`src/rtl/core/x64s_pkg.sv`:
```
package x64s_pkg;

  localparam logic [63:0] GOLDEN_GAMMA = 64'h9E3779B97F4A7C15;
  localparam logic [63:0] MIX_MUL_A    = 64'hBF58476D1CE4E5B9;
  localparam logic [63:0] MIX_MUL_B    = 64'h94D049BB133111EB;
  localparam logic [63:0] STAR_MUL     = 64'h2545F4914F6CDD1D;

  localparam int unsigned DIV_STEPS = 64;
  localparam int unsigned DCNT_W    = $clog2(DIV_STEPS);

  typedef enum logic [1:0] {
    OP_RESEED  = 2'd0,
    OP_BOUNDED = 2'd1,
    OP_FRACT   = 2'd2,
    OP_UNUSED  = 2'd3
  } opcode_t;

  // which multiply just finished
  typedef enum logic [1:0] {
    PH_MIX_GAMMA = 2'd0,
    PH_MIX_A     = 2'd1,
    PH_MIX_B     = 2'd2,
    PH_STAR      = 2'd3
  } phase_t;

  typedef enum logic [5:0] {
    ST_IDLE = 6'b000001,
    ST_MUL  = 6'b000010,
    ST_POST = 6'b000100,
    ST_DIV  = 6'b001000,
    ST_OUT  = 6'b010000,
    ST_SPARE = 6'b100000
  } fsm_t;

  function automatic logic [63:0] xorshift_step(input logic [63:0] s);
    logic [63:0] t;
    t = s ^ (s >> 12);
    t = t ^ (t << 25);
    t = t ^ (t >> 27);
    return t;
  endfunction

endpackage

```
`src/rtl/core/xorshift64star_generator_core.sv`:
```
// a reseed runs the gamma, mix A and mix B multiplies, a fraction draw the star
// multiply, a bounded draw with bound above 1 that multiply and the remainder loop,
// a small bound or unused opcode neither; one item at a time, via a 64-step radix-2
// remainder loop and a shared 32x32 multiplier (three passes per 64-bit product)
// reset (rst_n low, synchronous): seed cleared, generator state set to the golden gamma
module xorshift64star_generator_core
  import x64s_pkg::*;
(
  input  logic               clk,
  input  logic               rst_n,
  input  logic               cfg_wr_en,
  input  logic signed [63:0] cfg_wr_data,
  input  logic               in_valid,
  output logic               in_ready,
  input  logic [1:0]         in_opcode,
  input  logic signed [31:0] in_stream_id,
  input  logic signed [31:0] in_bound,
  output logic               out_valid,
  input  logic               out_ready,
  output logic [63:0]        out_value
);

  fsm_t              fsm_r, fsm_nxt;
  phase_t            ph_r, ph_nxt;
  opcode_t           op_r, op_nxt;
  logic [63:0]       seed_r, seed_nxt;
  logic [63:0]       gen_state_r, gen_state_nxt;
  logic [63:0]       mul_a_r, mul_a_nxt;
  logic [63:0]       mul_b_r, mul_b_nxt;
  logic [63:0]       acc_r, acc_nxt;
  logic [1:0]        mcnt_r, mcnt_nxt;
  logic [30:0]       bound_r, bound_nxt;
  logic [30:0]       rem_r, rem_nxt;
  logic [63:0]       dvd_r, dvd_nxt;
  logic [DCNT_W-1:0] dcnt_r, dcnt_nxt;
  logic [63:0]       result_r, result_nxt;

  logic [31:0] inc32;
  logic [63:0] shuffled;
  logic [31:0] pa, pb;
  logic [63:0] prod;
  logic [63:0] z;
  logic [31:0] trial;
  logic        take;

  assign in_ready  = (fsm_r == ST_IDLE);
  assign out_valid = (fsm_r == ST_OUT);
  assign out_value = result_r;

  assign inc32    = $unsigned(in_stream_id) + 32'd1;
  assign shuffled = xorshift_step(gen_state_r);

  // shared 32x32 multiplier, partial products of the low 64 bits
  always_comb begin
    unique case (mcnt_r)
      2'd0:    begin pa = mul_a_r[31:0];  pb = mul_b_r[31:0];  end
      2'd1:    begin pa = mul_a_r[31:0];  pb = mul_b_r[63:32]; end
      default: begin pa = mul_a_r[63:32]; pb = mul_b_r[31:0];  end
    endcase
  end
  assign prod = {32'd0, pa} * {32'd0, pb};

  assign trial = {rem_r, dvd_r[63]};
  assign take  = (trial >= {1'b0, bound_r});

  always_comb begin
    fsm_nxt       = fsm_r;
    ph_nxt        = ph_r;
    op_nxt        = op_r;
    seed_nxt      = cfg_wr_en ? $unsigned(cfg_wr_data) : seed_r;
    gen_state_nxt = gen_state_r;
    mul_a_nxt     = mul_a_r;
    mul_b_nxt     = mul_b_r;
    acc_nxt       = acc_r;
    mcnt_nxt      = mcnt_r;
    bound_nxt     = bound_r;
    rem_nxt       = rem_r;
    dvd_nxt       = dvd_r;
    dcnt_nxt      = dcnt_r;
    result_nxt    = result_r;
    z             = '0;

    unique case (fsm_r)
      ST_IDLE: begin
        if (in_valid) begin
          op_nxt     = opcode_t'(in_opcode);
          bound_nxt  = in_bound[30:0];
          result_nxt = '0;
          mcnt_nxt   = 2'd0;
          priority if (opcode_t'(in_opcode) == OP_RESEED) begin
            mul_a_nxt = {{32{inc32[31]}}, inc32};
            mul_b_nxt = GOLDEN_GAMMA;
            ph_nxt    = PH_MIX_GAMMA;
            fsm_nxt   = ST_MUL;
          end else if ((opcode_t'(in_opcode) == OP_BOUNDED && in_bound > 32'sd1)
                       || opcode_t'(in_opcode) == OP_FRACT) begin
            gen_state_nxt = shuffled;
            mul_a_nxt     = shuffled;
            mul_b_nxt     = STAR_MUL;
            ph_nxt        = PH_STAR;
            fsm_nxt       = ST_MUL;
          end else begin
            fsm_nxt = ST_OUT;
          end
        end
      end
      ST_MUL: begin
        if (mcnt_r == 2'd0) begin
          acc_nxt = prod;
        end else begin
          acc_nxt = acc_r + {prod[31:0], 32'd0};
        end
        if (mcnt_r == 2'd2) begin
          fsm_nxt = ST_POST;
        end else begin
          mcnt_nxt = mcnt_r + 2'd1;
        end
      end
      ST_POST: begin
        mcnt_nxt = 2'd0;
        unique case (ph_r)
          PH_MIX_GAMMA: begin
            z         = seed_r ^ acc_r;
            mul_a_nxt = z ^ (z >> 30);
            mul_b_nxt = MIX_MUL_A;
            ph_nxt    = PH_MIX_A;
            fsm_nxt   = ST_MUL;
          end
          PH_MIX_A: begin
            mul_a_nxt = acc_r ^ (acc_r >> 27);
            mul_b_nxt = MIX_MUL_B;
            ph_nxt    = PH_MIX_B;
            fsm_nxt   = ST_MUL;
          end
          PH_MIX_B: begin
            z             = acc_r ^ (acc_r >> 31);
            gen_state_nxt = (z == 64'd0) ? GOLDEN_GAMMA : z;
            fsm_nxt       = ST_OUT;
          end
          default: begin
            if (op_r == OP_FRACT) begin
              result_nxt = acc_r >> 11;
              fsm_nxt    = ST_OUT;
            end else begin
              rem_nxt  = '0;
              dvd_nxt  = acc_r;
              dcnt_nxt = '0;
              fsm_nxt  = ST_DIV;
            end
          end
        endcase
      end
      ST_DIV: begin
        rem_nxt  = take ? 31'(trial - {1'b0, bound_r}) : trial[30:0];
        dvd_nxt  = {dvd_r[62:0], 1'b0};
        dcnt_nxt = dcnt_r + 1'b1;
        if (dcnt_r == DCNT_W'(DIV_STEPS - 1)) begin
          result_nxt = {33'd0, rem_nxt};
          fsm_nxt    = ST_OUT;
        end
      end
      ST_OUT: begin
        if (out_ready) begin
          fsm_nxt = ST_IDLE;
        end
      end
      default: begin
        fsm_nxt = ST_IDLE;
      end
    endcase
  end

  always_ff @(posedge clk) begin
    if (!rst_n) begin
      fsm_r       <= ST_IDLE;
      seed_r      <= '0;
      gen_state_r <= GOLDEN_GAMMA;
    end else begin
      fsm_r       <= fsm_nxt;
      seed_r      <= seed_nxt;
      gen_state_r <= gen_state_nxt;
    end
  end

  always_ff @(posedge clk) begin
    ph_r     <= ph_nxt;
    op_r     <= op_nxt;
    mul_a_r  <= mul_a_nxt;
    mul_b_r  <= mul_b_nxt;
    acc_r    <= acc_nxt;
    mcnt_r   <= mcnt_nxt;
    bound_r  <= bound_nxt;
    rem_r    <= rem_nxt;
    dvd_r    <= dvd_nxt;
    dcnt_r   <= dcnt_nxt;
    result_r <= result_nxt;
  end

`ifndef SYNTHESIS
  a_state_nonzero: assert property (@(posedge clk) disable iff (!rst_n)
    gen_state_r != 64'd0)
    else $error("generator state reached zero");

  a_rem_below_bound: assert property (@(posedge clk) disable iff (!rst_n)
    fsm_r == ST_DIV |-> rem_r < bound_r)
    else $error("partial remainder not below bound");

  a_reseed_zero: assert property (@(posedge clk) disable iff (!rst_n)
    out_valid && (op_r == OP_RESEED || op_r == OP_UNUSED) |-> out_value == 64'd0)
    else $error("reseed or unused opcode item with nonzero value");

  a_back_to_idle: assert property (@(posedge clk) disable iff (!rst_n)
    out_valid && out_ready |=> in_ready && !out_valid)
    else $error("not ready for the next item after result taken");
`endif

endmodule

```
`config.mk`:
```
export PLATFORM = sky130hd
export DESIGN_NAME = xorshift64star_generator_core
export DESIGN_NICKNAME = d
export VERILOG_FILES = /design/src/rtl/core/x64s_pkg.sv /design/src/rtl/core/xorshift64star_generator_core.sv
export SDC_FILE = /design/constraint.sdc
export NUM_CORES = 2
export LEC_CHECK = 0
export ABC_AREA = 1
export BUFFER_PORTS_ARGS = -buffer_cell sky130_fd_sc_hd__buf_2
export CORE_UTILIZATION = 50
export CTS_BUF_LIST = sky130_fd_sc_hd__clkbuf_4
export CTS_CLUSTER_DIAMETER = 120
export DETAILED_ROUTE_END_ITERATION = 10
export PLACE_DENSITY_LB_ADDON = 0.05
export SYNTH_ARGS = -nofsm -noshare
export SYNTH_HDL_FRONTEND = slang
export SYNTH_SLANG_ARGS = --single-unit
```
`constraint.sdc`:
```
create_clock -name clk -period 14.2 [get_ports clk]
set_input_delay 2.84 -clock clk [delete_from_list [all_inputs] [get_ports clk]]
set_output_delay 2.84 -clock clk [all_outputs]
set_load 0.05 [all_outputs]
```
# Yosys cells after proc, flatten, opt, wreduce, memory -nomap -nowiden

Index checks and enable logic that the tools add are counted.

Input bits: 135
Bits in read-only memories: 0
Output and inout port bits: 66
RAM bits: 0
Bits in latches: 0
Flip-flop bits (word level): 528
Memories: 0

Equality and inequality tests: 26
Divide/modulo/power cells: 0
$add $sub $neg: 5
$mul: 1
Reductions and logical operators: 20
$lt $le $gt $ge: 2
Shift operators: 0
Mux-type cells: 50
Bitwise operators: 7

Operators with widths:

| kind                                                                   | number |
|---|---|
| 64-bit two-way mux                                                     | 17 |
| 64-bit one-hot mux with 2 select lines                                 | 6 |
| 64-bit one-hot mux with 3 select lines                                 | 1 |
| 64-bit by 37-bit XOR with 64-bit output                                | 2 |
| 64-bit XOR                                                             | 2 |
| 31-bit two-way mux                                                     | 3 |
| 64-bit adder                                                           | 1 |
| 64-bit logical NOT                                                     | 1 |
| 32-bit by 32-bit multiplier with 64-bit output                         | 1 |
| 32-bit two-way mux                                                     | 2 |
| 64-bit by 33-bit XOR with 64-bit output                                | 1 |
| 64-bit by 34-bit XOR with 64-bit output                                | 1 |
| 64-bit by 52-bit XOR with 64-bit output                                | 1 |
| 31-bit one-hot mux with 2 select lines                                 | 1 |
| 6-bit two-way mux                                                      | 6 |
| 32-bit by 1-bit adder with 32-bit output (second input constant)       | 1 |
| 32-bit by 31-bit >= comparator with 1-bit output                       | 1 |
| 32-bit by 2-bit > comparator with 1-bit output (second input constant) | 1 |
| 31-bit subtractor                                                      | 1 |
| 6-bit one-hot mux with 5 select lines                                  | 1 |
| 2-bit != test (second input constant)                                  | 9 |
| 5-bit two-way mux                                                      | 3 |
| 6-bit one-hot mux with 2 select lines                                  | 1 |
| 2-bit two-way mux                                                      | 5 |
| other kinds (27)                                                       | 42 |

# Logic depth before layout (Yosys ltp)

Depth after elaboration: 7
Mapped depth: 48
Mapped depth without buffers: 44

# Least setup slack after synthesis

OpenSTA, ideal clock, no wires.

Kind: input to register
Start: in in_valid
End: reg result_r[0], in the netlist out_value[0] (enable)
Stages on the path: 4
Setup time: 0.747 ns
Setup slack: 2.135 ns
Arrival time: 11.318 ns
Cells stage by stage: inv_1 > nand2_1 > nand2_1 > a2111oi_0

Word-level cells in the longest chain between the ends: 2

Ends and longest elaborated chain:

| element                              | line                                 | text |
|---|---|---|
| start, declared                      | xorshift64star_generator_core.sv:13  | `input logic in_valid,` |
| 2-bit != test (no source line)       | --                                   |  |
| 5-bit AND reduction (no source line) | --                                   |  |
| end signal, assigned                 | xorshift64star_generator_core.sv:196 | `result_r <= result_nxt;` |
| end, declared                        | xorshift64star_generator_core.sv:36  | `logic [63:0] result_r, result_nxt;` |

No other way between the ends.
A chain may end at the register's enable or synchronous reset.

# Worst setup path after layout

Start: reg mcnt_r[1]
End: reg acc_r[60] (data pin)

Word-level cells in the longest chain between the ends: 6

Ends and longest elaborated chain:

| element                                                                                    | line                                                                      | text |
|---|---|---|
| start, declared                                                                            | xorshift64star_generator_core.sv:31                                       | `logic [1:0] mcnt_r, mcnt_nxt;` |
| start signal, assigned                                                                     | xorshift64star_generator_core.sv:191                                      | `mcnt_r <= mcnt_nxt;` |
| 2-bit by 1-bit equality test with 1-bit output / 2-bit logical NOT (equally long branches) | xorshift64star_generator_core.sv:55, xorshift64star_generator_core.sv:108 |  |
| 2-bit OR reduction (no source line)                                                        | --                                                                        |  |
| 32-bit two-way mux                                                                         | xorshift64star_generator_core.sv:55                                       | `unique case (mcnt_r)` |
| 32-bit by 32-bit multiplier with 64-bit output                                             | xorshift64star_generator_core.sv:61                                       | `assign prod = {32'd0, pa} * {32'd0, pb};` |
| 64-bit adder                                                                               | xorshift64star_generator_core.sv:111                                      | `acc_nxt = acc_r + {prod[31:0], 32'd0};` |
| 64-bit two-way mux (*)                                                                     | xorshift64star_generator_core.sv:108                                      | `if (mcnt_r == 2'd0) begin` |
| end signal, assigned                                                                       | xorshift64star_generator_core.sv:190                                      | `acc_r <= acc_nxt;` |
| end, declared                                                                              | xorshift64star_generator_core.sv:30                                       | `logic [63:0] acc_r, acc_nxt;` |

Mark *: on every way between the ends. The rest lies on a longest branch, timed or not.

==> impl_metrics.csv <==
group,metric,value,unit
status,violations,"max-capacitance violations, max-slew violations",
logic_synthesis,synth-seq-cells,464,
global_route,grt_max_degree,88,
floorplan,num_rows,127,
floorplan,fp.dieH,350,um
min_path,hp-start,"gen_state_r[2]",
min_path,min_path_cells,2,
clock_tree,clock_sinks,464,
sta,setup_tns,0,ps
sta,rsz0062_at_grt,"no",
min_path,holdPathEnd,"gen_state_r[2]",
sta,setup-violations-final,0,
flow_run,maxCapViolations,1,
logic_synthesis,synthDominantCellAreaShare,29.7,%
sta,post-route-period-util,80.9,%
layout,final_common_cell,"inv_1",
critical_path,worst_path_max_delay_cell,"o21ai_2",
logic_synthesis,syn_inst,7473,
logic_synthesis,synth-simple-area-share,19.1,%
drt,drc,0,
clock_tree,cts-buffers-inserted,131,
global_route,grt_antenna_before_repair,26,
critical_path,crit_path_end_kind,"register",
drt,wire_per_inst,27.3,um
critical_path,cp_data_arrival_time,12370,ps
critical_path,startpoint_type,"register",
critical_path,r2r_setup_slack,2720,ps
critical_path,crit_required,15090,ps
sta,slew_viol_final,20,
placement,place_congestion,1.07,
logic_synthesis,synth_area,60500,um^2
logic_synthesis,yosysWarnings,0,
sta,final-hold-violation-count,0,
clock_tree,cts_max_level,4,
placement,placed_cell_area,63000,um^2
drt,first_pass_iters,7,
logic_synthesis,synth_top_area_cell,"fa_1",
sta,period_needed,11480,ps
critical_path,critPathTopFamily,"adder cells",
floorplan,dieWidth,350,um
floorplan,io_pins,201,
critical_path,crit_buf_inv,8,
layout,finalNetCount,8965,
drt,ant_nets,0,
global_route,overflow,0,
sta,fin_skew,130,ps
drt,wirelength,255000,um
sta,tightest_slew,1520,ps
logic_synthesis,muxShareOfSynthArea,0.0331,%
logic_synthesis,synthTopCellsByArea,"fa_1, edfxtp_1, inv_1",
critical_path,crit_path_max_incr_delay,1210,ps
critical_path,ff2ff_path_depth,37,
logic_synthesis,synthXorXnorAreaFrac,4.46,%
clock_tree,clock_path_buffers,3,
layout,fillers,11700,
logic_synthesis,synth-compound-area-share,7.75,%
global_route,grt_pass1_vias,52600,
layout,finalInstanceArea,64800,um^2
drt,viasPerCell,5.76,
floorplan,coreArea,120000,um^2
logic_synthesis,syn_area_per_cell,8.09,um^2
sta,fmax,0.0871,GHz
clock_tree,cts.reportedPaths.clkPinSlew,80,ps
logic_synthesis,synth_cell_types,57,
critical_path,path_class,"register to register",
global_route,grt_pass1_wl,365000,um
status,outcome,"complete, but fails checks",
layout,layout-drive-gt1-share,7.77,%
logic_synthesis,synth_ff_type,"edfxtp_1",
clock_tree,cts_setup_buffers,0,
clock_tree,cts_resized,0,
clock_tree,clock-root-buffer,"clkbuf_4",
critical_path,critPathMaxFanout,28,
layout,layout_common_cells,"inv_1, nand2_1, nor2_1, fa_1, o21ai_0",
floorplan,start_util,50.4,%
clock_tree,ctsHoldBuffers,0,
drt,num_vias,53700,
logic_synthesis,synth_top_family_by_area,"adder cells",
critical_path,r2r-start,"mcnt_r[1]",
global_route,grt_use_total,42.0,%
layout,area_delta_synth_final,7.06,%
sta,slew_headroom,-1.01,%
placement,dpl.hpwl,205000,um
logic_synthesis,synth_edf_count,331,
clock_tree,clk_latency,1140,ps
critical_path,reg2reg_to,"acc_r[60]",
logic_synthesis,synthAdderAreaFrac,36.6,%
placement,portBuffers,189,
logic_synthesis,ys_seq_area_share,20.8,%
logic_synthesis,synth-async-reset-ratio,0,%
drt,drtIter0Drc,7039,
floorplan,die_area,122000,um^2
clock_tree,cts_tree,"yes",
min_path,min_path_type,"register to register",
==> logic make-up (layout without fill, tap and decap cells) <==
family	count (synthesis)	count (layout)
buffers and inverters	1764	1975
and+or+nand+nor	2844	2844
muxes	2	2
other	1	26
xor gates and xnor gates	308	308
AOI/OAI and AO/OA	859	859
DFF	464	464
adders and majority gates	1231	1231
==> synth_stat cells, types with 13 or more instances <==
cell type / instances
inv_1: 1441
nand2_1: 1436
nor2_1: 967
fa_1: 898
o21ai_0: 369
ha_1: 333
edfxtp_1: 331
a21oi_1: 326
nand3_1: 224
clkbuf_1: 183
xnor2_1: 168
xor2_1: 140
dfxtp_1: 133
buf_2: 88
nor3_1: 48
nand4_1: 46
or2_2: 46
nand3b_1: 44
o211ai_1: 38
o21ai_1: 21
o21bai_1: 20
a22oi_1: 17
buf_1: 17
o21ai_2: 15
o21a_1: 13
==> registers in the layout (all words and copies together) (netlist names) <==
register     cells
acc_r           64
bound_r         31
dcnt_r           6
dvd_r           64
fsm_r            5
gen_state_r     64
mcnt_r           2
mul_a_r         64
mul_b_r         12
op_r             2
out_value       53
ph_r             2
rem_r           31
seed_r          64
==> worst min-delay path: stages, from the launching register on <==
cell	delay (ps)
dfxtp_1	340
a21oi_1	70
nand2_1	60
==> stage by stage <==
| step | util [%] | instances | hold WS [ps] | setup WS [ps] |
|---|---|---|---|---|
| after floorplan | - | 7483 | 460 | 2130 |
| after global placement | 52.5 | 9078 | 472 | 3000 |
| after detailed placement | 52.5 | 9078 | 478 | 2900 |
| after CTS | 53.9 | 9306 | 493 | 2920 |
| after global routing | 54.0 | 9311 | 506 | 2310 |
| final | 54.0 | 9321 | 493 | 2720 |
==> metal layers <==
| metal | vias to the layer above | GRT usage (%) | wire length (um) |
|---|---|---|---|
| li1 | 23200 | - | - |
| met1 | 26500 | 58.3 | 104000 |
| met2 | 3350 | 59.8 | 105000 |
| met3 | 591 | 14.0 | 34200 |
| met4 | 24 | 17.1 | 11900 |
| met5 | - | 1.06 | 323 |
==> layout make-up <==
| cell class | count | area, um^2 | area share, % |
|---|---|---|---|
| sequential | 464 | 12600 | 19.5 |
| clock inverter | 47 | 353 | 0.545 |
| timing repair buffer | 285 | 1670 | 2.57 |
| antenna | 15 | 37.5 | 0.0580 |
| inverter | 1462 | 5490 | 8.48 |
| clock buffer | 181 | 1360 | 2.10 |
| tap | 1612 | 2020 | 3.11 |
| multi-input combinational | 5255 | 41200 | 63.7 |
==> how the worst max path moves through the flow <==
| stage | start | end | slack [ps] | cells after the start |
|---|---|---|---|---|
| finish | mcnt_r[1] | acc_r[60] | 2720 | 37 |
| global placement | mcnt_r[1] | acc_r[60] | 3000 | 37 |
| detailed placement | mcnt_r[1] | acc_r[60] | 2900 | 37 |
| floorplan | in_valid | out_value[0] | 2130 | 4 |
| global route | mcnt_r[1] | acc_r[60] | 2310 | 37 |
| CTS | mcnt_r[1] | acc_r[60] | 2920 | 37 |
Power is not shown: default switching activity piles up to over one toggle a cycle in this logic, so the estimate is an artifact.
